==> config.mk <==
export PLATFORM = sky130hd
export DESIGN_NAME = decoder_feed_recovery_supervisor_unit
export DESIGN_NICKNAME = d
export VERILOG_FILES = /design/src/rtl/core/dfrs_pkg.sv /design/src/rtl/core/dfrs_regs.sv /design/src/rtl/core/dfrs_decide.sv /design/src/rtl/core/decoder_feed_recovery_supervisor_unit.sv
export SDC_FILE = /design/constraint.sdc
export NUM_CORES = 1
export LEC_CHECK = 0
export ABC_AREA = 0
export BUFFER_PORTS_ARGS = -buffer_cell sky130_fd_sc_hd__buf_2
export CORE_ASPECT_RATIO = 1.25
export CORE_UTILIZATION = 60
export DETAILED_ROUTE_END_ITERATION = 10
export GPL_TIMING_DRIVEN = 0
export PLACE_DENSITY = 0.77
export SLEW_MARGIN = 20
export SYNTH_ARGS = -nofsm -noshare
export SYNTH_HDL_FRONTEND = slang
export SYNTH_HIERARCHICAL = 1
export SYNTH_SLANG_ARGS = --single-unit
==> constraint.sdc <==
create_clock -name aclk -period 17.8 [get_ports aclk]
set_clock_uncertainty 0.2 [all_clocks]
set_input_delay 3.56 -clock aclk [delete_from_list [all_inputs] [get_ports aclk]]
set_output_delay 3.56 -clock aclk [all_outputs]
set_load 0.005 [all_outputs]
==> src/rtl/core/dfrs_pkg.sv <==
// shared types and constants for the decoder feed recovery supervisor
package dfrs_pkg;

    localparam int unsigned FEED_W     = 2;
    localparam int unsigned TIME_W     = 32;
    localparam int unsigned FRAMES_W   = 16;
    localparam int unsigned FPS_W      = 8;
    localparam int unsigned INTERVAL_W = 16;
    localparam int unsigned ERR_W      = 2;
    localparam int unsigned APB_ADDR_W = 4;
    localparam int unsigned APB_DATA_W = 32;
    localparam int unsigned REG_IDX_W  = 2;
    localparam int unsigned S_USER_W   = 3;
    localparam int unsigned M_DATA_W   = 8;

    // threshold product: fps * interval + rounding, and (frames + 1) * 1000
    localparam int unsigned PROD_W     = 24;
    localparam int unsigned SCALE_W    = 27;

    // feed result codes
    localparam logic [FEED_W-1:0] FEED_OK        = 2'd0;
    localparam logic [FEED_W-1:0] FEED_KEY_REQ   = 2'd1;
    localparam logic [FEED_W-1:0] FEED_NOT_READY = 2'd2;
    localparam logic [FEED_W-1:0] FEED_ERROR     = 2'd3;

    // register indexes (byte address / 4)
    localparam logic [REG_IDX_W-1:0] REG_STREAM_IS_HEVC      = 2'd0;
    localparam logic [REG_IDX_W-1:0] REG_TARGET_RATE_FPS     = 2'd1;
    localparam logic [REG_IDX_W-1:0] REG_REFRESH_INTERVAL_MS = 2'd2;

    localparam logic [FPS_W-1:0]      FPS_RESET      = 8'd60;
    localparam logic [ERR_W-1:0]      ERROR_LIMIT    = 2'd3;
    localparam logic [TIME_W-1:0]     ERROR_WINDOW_MS = 32'd2000;
    localparam logic [TIME_W-1:0]     WEDGE_MS       = 32'd5000;
    localparam logic [TIME_W-1:0]     KEY_GAP_MS     = 32'd1000;
    localparam logic [INTERVAL_W-1:0] MIN_REFRESH_MS = 16'd500;
    localparam logic [PROD_W-1:0]     ROUND_MS       = 24'd500;
    localparam logic [PROD_W-1:0]     MS_PER_S       = 24'd1000;
    localparam logic [FRAMES_W-1:0]   FRAMES_MAX     = 16'hFFFF;

    typedef struct packed {
        logic                  stream_is_hevc;
        logic [FPS_W-1:0]      target_rate_fps;
        logic [INTERVAL_W-1:0] refresh_interval_ms;
    } dfrs_cfg_t;

    typedef struct packed {
        logic reply;
        logic refresh_request;
        logic interrupt_session;
    } dfrs_result_t;

endpackage

==> src/rtl/core/dfrs_regs.sv <==
// apb configuration registers of the supervisor
module dfrs_regs (
    input  logic                              aclk,
    input  logic                              aresetn,
    input  logic                              psel,
    input  logic                              penable,
    input  logic                              pwrite,
    input  logic [dfrs_pkg::APB_ADDR_W-1:0]   paddr,
    input  logic [dfrs_pkg::APB_DATA_W-1:0]   pwdata,
    output logic [dfrs_pkg::APB_DATA_W-1:0]   prdata,
    output logic                              pready,
    output dfrs_pkg::dfrs_cfg_t               cfg
);

    dfrs_pkg::dfrs_cfg_t            cfg_reg;
    logic [dfrs_pkg::REG_IDX_W-1:0] reg_idx;
    logic                           wr_en;

    assign reg_idx = paddr[dfrs_pkg::APB_ADDR_W-1:2];
    assign pready  = 1'b1;
    assign wr_en   = psel && penable && pwrite && pready;
    assign cfg     = cfg_reg;

    always_ff @(posedge aclk) begin
        if (!aresetn) begin
            cfg_reg.stream_is_hevc      <= 1'b0;
            cfg_reg.target_rate_fps     <= dfrs_pkg::FPS_RESET;
            cfg_reg.refresh_interval_ms <= '0;
        end else if (wr_en) begin
            unique case (reg_idx)
                dfrs_pkg::REG_STREAM_IS_HEVC: begin
                    cfg_reg.stream_is_hevc <= pwdata[0];
                end
                dfrs_pkg::REG_TARGET_RATE_FPS: begin
                    cfg_reg.target_rate_fps <= pwdata[dfrs_pkg::FPS_W-1:0];
                end
                dfrs_pkg::REG_REFRESH_INTERVAL_MS: begin
                    cfg_reg.refresh_interval_ms <= pwdata[dfrs_pkg::INTERVAL_W-1:0];
                end
                default: begin
                end
            endcase
        end
    end

    always_comb begin
        prdata = '0;
        unique case (reg_idx)
            dfrs_pkg::REG_STREAM_IS_HEVC: begin
                prdata[0] = cfg_reg.stream_is_hevc;
            end
            dfrs_pkg::REG_TARGET_RATE_FPS: begin
                prdata[dfrs_pkg::FPS_W-1:0] = cfg_reg.target_rate_fps;
            end
            dfrs_pkg::REG_REFRESH_INTERVAL_MS: begin
                prdata[dfrs_pkg::INTERVAL_W-1:0] = cfg_reg.refresh_interval_ms;
            end
            default: begin
            end
        endcase
    end

endmodule

==> src/rtl/core/dfrs_decide.sv <==
// supervisor state and per-frame decision logic
module dfrs_decide (
    input  logic                            aclk,
    input  logic                            aresetn,
    input  dfrs_pkg::dfrs_cfg_t             cfg,
    input  logic                            step,
    input  logic [dfrs_pkg::FEED_W-1:0]     feed_result,
    input  logic                            frame_is_key,
    input  logic [dfrs_pkg::TIME_W-1:0]     now_ms,
    output dfrs_pkg::dfrs_result_t          result
);

    logic [dfrs_pkg::ERR_W-1:0]    err_count_reg,   err_count_next;
    logic [dfrs_pkg::TIME_W-1:0]   err_start_reg,   err_start_next;
    logic [dfrs_pkg::TIME_W-1:0]   nr_start_reg,    nr_start_next;
    logic [dfrs_pkg::TIME_W-1:0]   last_key_reg,    last_key_next;
    logic [dfrs_pkg::FRAMES_W-1:0] frames_reg,      frames_next;
    logic                          resume_key_reg,  resume_key_next;

    logic [dfrs_pkg::FRAMES_W-1:0] frames_inc;
    logic [dfrs_pkg::PROD_W-1:0]   rate_prod;
    logic [dfrs_pkg::SCALE_W-1:0]  frames_scaled;
    logic                          refresh_due;
    logic                          err_restart;
    logic [dfrs_pkg::ERR_W-1:0]    err_base;
    logic [dfrs_pkg::ERR_W-1:0]    err_inc;

    // fps * interval + 500, then frames >= (that / 1000) rewritten as
    // (frames + 1) * 1000 > product so no divider is needed
    assign frames_inc = frame_is_key ? '0 :
                        (frames_reg == dfrs_pkg::FRAMES_MAX) ? frames_reg :
                        frames_reg + 1'b1;
    assign rate_prod = dfrs_pkg::PROD_W'(cfg.target_rate_fps * cfg.refresh_interval_ms)
                       + dfrs_pkg::ROUND_MS;
    assign frames_scaled = (dfrs_pkg::SCALE_W'(frames_inc) + 1'b1)
                           * dfrs_pkg::SCALE_W'(dfrs_pkg::MS_PER_S);
    assign refresh_due = cfg.stream_is_hevc
                         && (cfg.refresh_interval_ms >= dfrs_pkg::MIN_REFRESH_MS)
                         && (cfg.target_rate_fps != '0)
                         && (rate_prod >= dfrs_pkg::MS_PER_S)
                         && (frames_scaled > dfrs_pkg::SCALE_W'(rate_prod));

    assign err_restart = (err_count_reg == '0)
                         || ((now_ms - err_start_reg) > dfrs_pkg::ERROR_WINDOW_MS);
    assign err_base = err_restart ? '0 : err_count_reg;
    assign err_inc  = (err_base == dfrs_pkg::ERROR_LIMIT) ? err_base : err_base + 1'b1;

    always_comb begin
        err_count_next  = err_count_reg;
        err_start_next  = err_start_reg;
        nr_start_next   = nr_start_reg;
        last_key_next   = last_key_reg;
        frames_next     = frames_reg;
        resume_key_next = resume_key_reg;
        result          = '0;
        unique case (feed_result)
            dfrs_pkg::FEED_OK: begin
                err_count_next  = '0;
                nr_start_next   = '0;
                frames_next     = refresh_due ? '0 : frames_inc;
                result.refresh_request = refresh_due;
                result.reply    = resume_key_reg;
                resume_key_next = 1'b0;
            end
            dfrs_pkg::FEED_KEY_REQ: begin
                if ((last_key_reg == '0) || ((now_ms - last_key_reg) >= dfrs_pkg::KEY_GAP_MS)) begin
                    last_key_next = now_ms;
                    result.reply  = 1'b1;
                end
            end
            dfrs_pkg::FEED_NOT_READY: begin
                resume_key_next = 1'b1;
                if (nr_start_reg == '0) begin
                    nr_start_next = now_ms;
                end else if ((now_ms - nr_start_reg) > dfrs_pkg::WEDGE_MS) begin
                    nr_start_next = '0;
                    result.interrupt_session = 1'b1;
                end
            end
            dfrs_pkg::FEED_ERROR: begin
                if (err_restart) begin
                    err_start_next = now_ms;
                end
                err_count_next = err_inc;
                if (err_inc == dfrs_pkg::ERROR_LIMIT) begin
                    result.interrupt_session = 1'b1;
                end else begin
                    result.reply = 1'b1;
                end
            end
            default: begin
            end
        endcase
    end

    always_ff @(posedge aclk) begin
        if (!aresetn) begin
            err_count_reg  <= '0;
            err_start_reg  <= '0;
            nr_start_reg   <= '0;
            last_key_reg   <= '0;
            frames_reg     <= '0;
            resume_key_reg <= 1'b0;
        end else if (step) begin
            err_count_reg  <= err_count_next;
            err_start_reg  <= err_start_next;
            nr_start_reg   <= nr_start_next;
            last_key_reg   <= last_key_next;
            frames_reg     <= frames_next;
            resume_key_reg <= resume_key_next;
        end
    end

endmodule

==> src/rtl/core/decoder_feed_recovery_supervisor_unit.sv <==
// an accepted beat passes the input register and the result register to m_tdata
// throughput: one beat per cycle while m_tready is high; input register, one pass of
//   compare logic, result register; state updated in the same cycle as the result
// reset: aresetn synchronous active low; clears the pipeline valids, all
//   supervisor state, and loads the registers with their defaults
module decoder_feed_recovery_supervisor_unit (
    input  logic                              aclk,
    input  logic                              aresetn,
    input  logic                              s_tvalid,
    output logic                              s_tready,
    input  logic [dfrs_pkg::TIME_W-1:0]       s_tdata,   // [31:0] now_ms
    input  logic [dfrs_pkg::S_USER_W-1:0]     s_tuser,   // [1:0] feed_result, [2] frame_is_key
    output logic                              m_tvalid,
    input  logic                              m_tready,
    output logic [dfrs_pkg::M_DATA_W-1:0]     m_tdata,   // [0] reply, [1] refresh_request,
                                                         // [2] interrupt_session, [7:3] zero
    input  logic                              psel,
    input  logic                              penable,
    input  logic                              pwrite,
    input  logic [dfrs_pkg::APB_ADDR_W-1:0]   paddr,
    input  logic [dfrs_pkg::APB_DATA_W-1:0]   pwdata,
    output logic [dfrs_pkg::APB_DATA_W-1:0]   prdata,
    output logic                              pready
);

    dfrs_pkg::dfrs_cfg_t          cfg;
    dfrs_pkg::dfrs_result_t       result;

    logic                         in_valid_reg;
    logic [dfrs_pkg::FEED_W-1:0]  in_feed_reg;
    logic                         in_key_reg;
    logic [dfrs_pkg::TIME_W-1:0]  in_now_reg;
    logic                         out_valid_reg;
    dfrs_pkg::dfrs_result_t       out_result_reg;
    logic                         advance;

    // the input stage moves on whenever the result register is free or draining
    assign advance  = in_valid_reg && (!out_valid_reg || m_tready);
    assign s_tready = !in_valid_reg || advance;

    dfrs_regs u_regs (
        .aclk    (aclk),
        .aresetn (aresetn),
        .psel    (psel),
        .penable (penable),
        .pwrite  (pwrite),
        .paddr   (paddr),
        .pwdata  (pwdata),
        .prdata  (prdata),
        .pready  (pready),
        .cfg     (cfg)
    );

    dfrs_decide u_decide (
        .aclk         (aclk),
        .aresetn      (aresetn),
        .cfg          (cfg),
        .step         (advance),
        .feed_result  (in_feed_reg),
        .frame_is_key (in_key_reg),
        .now_ms       (in_now_reg),
        .result       (result)
    );

    always_ff @(posedge aclk) begin
        if (!aresetn) begin
            in_valid_reg <= 1'b0;
        end else if (s_tvalid && s_tready) begin
            in_valid_reg <= 1'b1;
        end else if (advance) begin
            in_valid_reg <= 1'b0;
        end
    end

    always_ff @(posedge aclk) begin
        if (s_tvalid && s_tready) begin
            in_feed_reg <= s_tuser[dfrs_pkg::FEED_W-1:0];
            in_key_reg  <= s_tuser[dfrs_pkg::FEED_W];
            in_now_reg  <= s_tdata;
        end
    end

    always_ff @(posedge aclk) begin
        if (!aresetn) begin
            out_valid_reg <= 1'b0;
        end else if (advance) begin
            out_valid_reg <= 1'b1;
        end else if (m_tready) begin
            out_valid_reg <= 1'b0;
        end
    end

    always_ff @(posedge aclk) begin
        if (advance) begin
            out_result_reg <= result;
        end
    end

    assign m_tvalid = out_valid_reg;
    assign m_tdata  = {5'b0, out_result_reg.interrupt_session,
                       out_result_reg.refresh_request, out_result_reg.reply};

`ifndef SYNTH
    // a periodic refresh only follows a good feed, an interrupt never does
    a_refresh_not_with_interrupt: assert property (@(posedge aclk) disable iff (!aresetn)
        m_tvalid |-> !(m_tdata[1] && m_tdata[2]))
        else $error("refresh and interrupt raised on the same beat");

    // an interrupt replaces the key frame reply
    a_interrupt_without_reply: assert property (@(posedge aclk) disable iff (!aresetn)
        (m_tvalid && m_tdata[2]) |-> !m_tdata[0])
        else $error("interrupt beat also asks for a key frame");

    // a beat in the input register while the output is free must move on next edge
    a_input_drains: assert property (@(posedge aclk) disable iff (!aresetn)
        (in_valid_reg && !out_valid_reg) |=> out_valid_reg)
        else $error("input beat did not reach the result register");
`endif

endmodule
# Word-level counts from Yosys, hierarchy flattened
# Index checks and enable logic that the tools add are counted.
# W data, S select, Z words.
# classes
addsub	7
n_mul	2
n_lt_le_gt_ge	6
eq_ne	9
n_mux	24
reduce_logical	33
# ops
op	n
$sub A32 B32 Y32	3
$logic_not A32 Y1	2
$mux W32	2
$pmux W32 S2	1
$mux W16	3
$ge A32 B10 Y1 const B	1
$gt A32 B11 Y1 const B	1
$gt A32 B13 Y1 const B	1
$gt A27 B24 Y1	1
$mul A27 B7 Y24 const B	1
$add A24 B9 Y24 const B	1
$ge A24 B10 Y1 const B	1
$mul A8 B16 Y24	1
$add A16 B1 Y17 const B	1
$add A16 B1 Y16 const B	1
$eq A16 B16 Y1 const B	1
$ge A16 B9 Y1 const B	1
$pmux W7 S2	1
$reduce_and A2 Y1	6
$eq A2 B2 Y1 const B	5
$mux W1	9
$reduce_and A3 Y1	3
$logic_and A1 B1 Y1	8
$mux W8	1
12 further kinds	25
# word_totals
regBits	180
in_bits	78
output_inout_bits	43
elab_cells	98

# Depth between registers and ports, before layout
# depth
word_depth	9
ltp_mapped	39
depth_no_buf	38

# Hierarchy
# Netlist, hierarchy kept.
# modules_own_cells
mod	instances	cells_each	area_each_um2	seq_area_each_um2
dfrs_decide	1	2504	19496.2	2302.2
dfrs_regs	1	158	1398.8	500.5
decoder_feed_recovery_supervisor_unit	1	53	1286.2	1181.1

# Least setup slack after synthesis
# No wires, ideal clock.
# synth_path
path_type	register to register
start	register u_decide/frames_reg[1] (netlist name)
end	register u_decide/frames_reg[6] (netlist name)
setup_time_ns	0.079
t_arrival_ns	8.571
t_required_ns	17.521
setup_slack_ns	8.950
path_stages_with_launch	40
path_buffers	2
period_less_slack_ns	8.850
path_cell_list	dfxtp_1 ha_1 nand3_1 nor4_2 nand2_1 nand2_1 xor2_1 or2_1 clkbuf_1 nor2b_1 xnor2_1 inv_2 ha_1 a21oi_1 fa_1 fa_1 fa_1 inv_1 (+4 left out) o31a_1 nor2_1 nor2_1 o21a_1 o41ai_1 xnor2_1 ha_1 a21oi_1 nand2_1 a2111o_1 a21oi_1 a21oi_1 o41ai_1 a41oi_1 nor3b_1 buf_2 nand2_1 o211ai_1
# synth_between
elab_chain_cells	8
elab_cells_between_ends	9
classes_between	2 x add/sub; 1 x mul; 1 x order compare; 1 x eq/ne; 3 x mux; 1 x reduce/logical
# synth_rtl
item	line	source
start, declared	dfrs_decide.sv:17	logic [dfrs_pkg::FRAMES_W-1:0] frames_reg, frames_next;
start signal, assigned	dfrs_decide.sv:109	frames_reg <= frames_next;
$add A16 B1 Y16 / $eq A16 B16 Y1 (equally long branches)	dfrs_decide.sv:32, dfrs_decide.sv:31	
$mux W16 *	dfrs_decide.sv:31	(frames_reg == dfrs_pkg::FRAMES_MAX) ? frames_reg :
$mux W16 *	dfrs_decide.sv:30	assign frames_inc = frame_is_key ? '0 :
$add A16 B1 Y17	dfrs_decide.sv:35	assign frames_scaled = (dfrs_pkg::SCALE_W'(frames_inc) + 1'b1)
$mul A27 B7 Y24	dfrs_decide.sv:36	* dfrs_pkg::SCALE_W'(dfrs_pkg::MS_PER_S);
$gt A27 B24 Y1	dfrs_decide.sv:41	&& (frames_scaled > dfrs_pkg::SCALE_W'(rate_prod));
$logic_and A1 B1 Y1	dfrs_decide.sv:41	
$mux W16 *	dfrs_decide.sv:60	frames_next = refresh_due ? '0 : frames_inc;
# Mark *: on every way between the ends. The rest lies on a longest branch, timed or not.
# A chain may end at the register's enable or synchronous reset.

# Final worst setup path
# Ends and elaborated chain as after synthesis.

==> summary.txt <==
Synth top area cells - dfxtp_1 (13%), ha_1 (13%), fa_1 (13%), nand2_1 (5.5%), inv_1 (5.3%)
Worst Path Buf+Inv - 2
Rel. slew slack - 31.41%
Mux contribution to synthesized area - 4.907%
Synthesis Warnings - 6
Die H - 217.0 µm
Most frequent cells after synthesis - nand2_1 (326), inv_1 (311), ha_1 (224)
Die Width - 174.0 µm
Initial antenna violation count - 0
Max-cap violations - 0
Leak - 10.59 nW
VDD IR max - 0.00006875 V
Synthesized cell area - 22180 µm²
Hold WC Path Type - register to register
Hold path endpoint - u_regs/cfg[6]
Layout net count - 3275
Largest family of logic cells by synthesized area - adder cells
Distinct cell type count after synthesis - 103
Antenna Diode Count - 0
CTS buffer count - 17
Sum Neg Setup Slack - 0 ps
Vias/cell - 5.975
TritonCTS clock tree - yes
Total die area - 37750 µm²
Worst path max stage delay - 570 ps
Cell family with most CP delay - compound AO/OA/AOI/OAI gates
Wire length per cell - 17.86 µm
Share of layout cells above drive strength 1 - 7.446%
Area after DPL - 23290 µm²
Remaining antenna violation count after routing - 0
Post-synth EDFFs - 38
Top FF cell, synth - dfxtp_1
Multi-input logic area - 16410 µm²
Number of global-route vias before repair - 19.88k
CP startpoint kind - register
# clock sinks - 180
Post-route total power - 1.138 mW
Fin. Hold Viols - 0
Post-synth top area share - 12.82%
Global route overflow - 0
DR vias - 19.88k
CP arrival - 10780 ps
Finished Cell Area - 23900 µm²
GRT Overall Usage - 31.97%
Worst-Margin Slew - 1003 ps
Global-route wire length before repair - 97.53 mm
R2r setup slk - 7190 ps
Compound-Gate Fraction of Synth Area - 18.55%
Critical hold path startpoint - u_regs/cfg[6]
Crit Path Max Fanout - 10
Cts repair resizes - 0
Post-route DRC - 0
Placer Congestion - 1.002
Avg Inst Size Synth - 8.170 µm²
# H-tree levels - 4
Slew Viols, Final - 0
Hpwl dp - 48.13 mm
Crit Reg-Reg Startpoint - u_decide/frames_reg[1]
Root buf cell - clkbuf_16
Worst EP required - 17970 ps
Core Rows - 78
Largest net degree at the start of global routing - 21
Register area - 3984 µm²
Count leader, synth - nand2_1
Tmin final - 10610 ps
Critical-path top delay cell - nor4_2
R2r endpoint - u_decide/frames_reg[6]
Hold_buf cts - 0
Skew-Pair Late Insertion Delay - 450 ps
Run status - finished, final reports clean
DR pass1 iterations - 7
Hold depth - 2
Fmax - 94.25 MHz
Area share of fa/ha/maj cells after synthesis - 25.23%
RSZ-0062 raised after global routing - no
Critical path class - register to register
Starting Density - 60.93%
CP dominant cell by count - xnor2_1
Post-Route WL - 59.42 mm
Post-Synth Simple-Gate Area - 20.30%
# IOs - 121
Asr flop ratio synth - 0%
Xor and xnor fraction of the mapped netlist area - 4.575%
Post-synthesis sequential area ratio - 17.96%
Synthesized instance count - 2715
Initial DRC count - 1165
Synth area leader - dfxtp_1
Postcts setup bufs - 0
Clock tree buffer depth - 2
Worst reg2reg path depth - 38
Fill cells - 3062
Power Density - 47.59 nW/µm²
Crit path capture type - register
#FFs+latches synth - 180
CORE AREA - 36400 µm²
PortBufs - 80
Synth-to-Final Area Change - 7.750%
Clock transition at path regs - 70 ps
Final setup fails - 0
Final Cycle Share - 59.61%
==> cell type report <==
class / count / area share, %
multi-input combinational: 2106 / 68.66
sequential: 180 / 16.67
inverter: 320 / 5.026
buffer: 128 / 2.801
tap: 480 / 2.513
clock buffer: 27 / 2.303
timing repair buffer: 81 / 1.790
clock inverter: 5 / 0.2408
==> stage by stage <==
stage / std cells / util (%) / hold slack [ps] / worst slack, ps
final: 3327 / 65.66 / 277.5 / 7190
after global routing: 3327 / 65.66 / 293.5 / 6315
after CTS: 3327 / 65.66 / 277.7 / 7172
after detailed placement: 3295 / 63.99 / 263.0 / 7328
after global placement: 3294 / 63.88 / 253.7 / 7487
after floorplan: 2734 / - / 242.0 / 8950
==> worst register-to-register path: cells and delay by family, from the launching register on <==
family | cells | cell delay, ps
AO/OA/AOI/OAI | 13 | 3010
AND/OR/NAND/NOR | 11 | 2750
adder cells (fa/ha/maj) | 7 | 2700
XOR/XNOR | 5 | 1080
flip-flops | 1 | 460
buffers and inverters | 2 | 350
==> logic make-up after synthesis <==
| logic type | after synthesis |
|---|---|
| mux | 108 |
| other cells | 3 |
| fa+ha+maj | 364 |
| flops | 180 |
| compound gates | 599 |
| simple gates | 898 |
| xor+xnor | 115 |
| buf+inv | 448 |
==> per-layer routing <==
metal / up-vias / part of all wire [%] / GRT usage, %
li1: 9635 / - / -
met1: 9529 / 38 / 34.07
met2: 529 / 53 / 60.57
met3: 186 / 3.5 / 3.249
met4: 0 / 5.7 / 19.01
met5: - / 0 / 0
==> power breakdown <==
| part | switching, mW | total (mW) | internal [mW] |
|---|---|---|---|
| sequential | 0.0175 | 0.445 | 0.428 |
| clock | 0.160 | 0.388 | 0.227 |
| combinational | 0.182 | 0.305 | 0.123 |
==> worst max-delay path by stage <==
stage	start	end	slack, ps	cells after the start
after global routing	u_decide/frames_reg[1]	u_decide/frames_reg[6]	6320	38
after global placement	u_decide/frames_reg[1]	u_decide/frames_reg[6]	7490	38
after CTS	u_decide/frames_reg[1]	u_decide/frames_reg[6]	7170	38
final	u_decide/frames_reg[1]	u_decide/frames_reg[6]	7190	38
after floorplan	u_decide/frames_reg[1]	u_decide/frames_reg[6]	8950	39
after detailed placement	u_decide/frames_reg[1]	u_decide/frames_reg[6]	7330	38
==> cells in the final DEF, fill, tap and decap left out, drive strengths merged, types with 23 or more instances in the layout <==
master,count
nand2,327
nor2,119
o21a,34
xnor2,78
a211oi,27
a21o,37
fa,139
nand3,50
a21oi,142
mux2i,102
nand4,43
edfxtp,38
nor2b,100
ha,224
a22oi,43
inv,320
xor2,37
and2,90
nor4,34
dfxtp,142
and3,23
buf,137
clkbuf,99
o21ai,110
nor3,42
No activity file was read; power rests on OpenSTA's default activity.
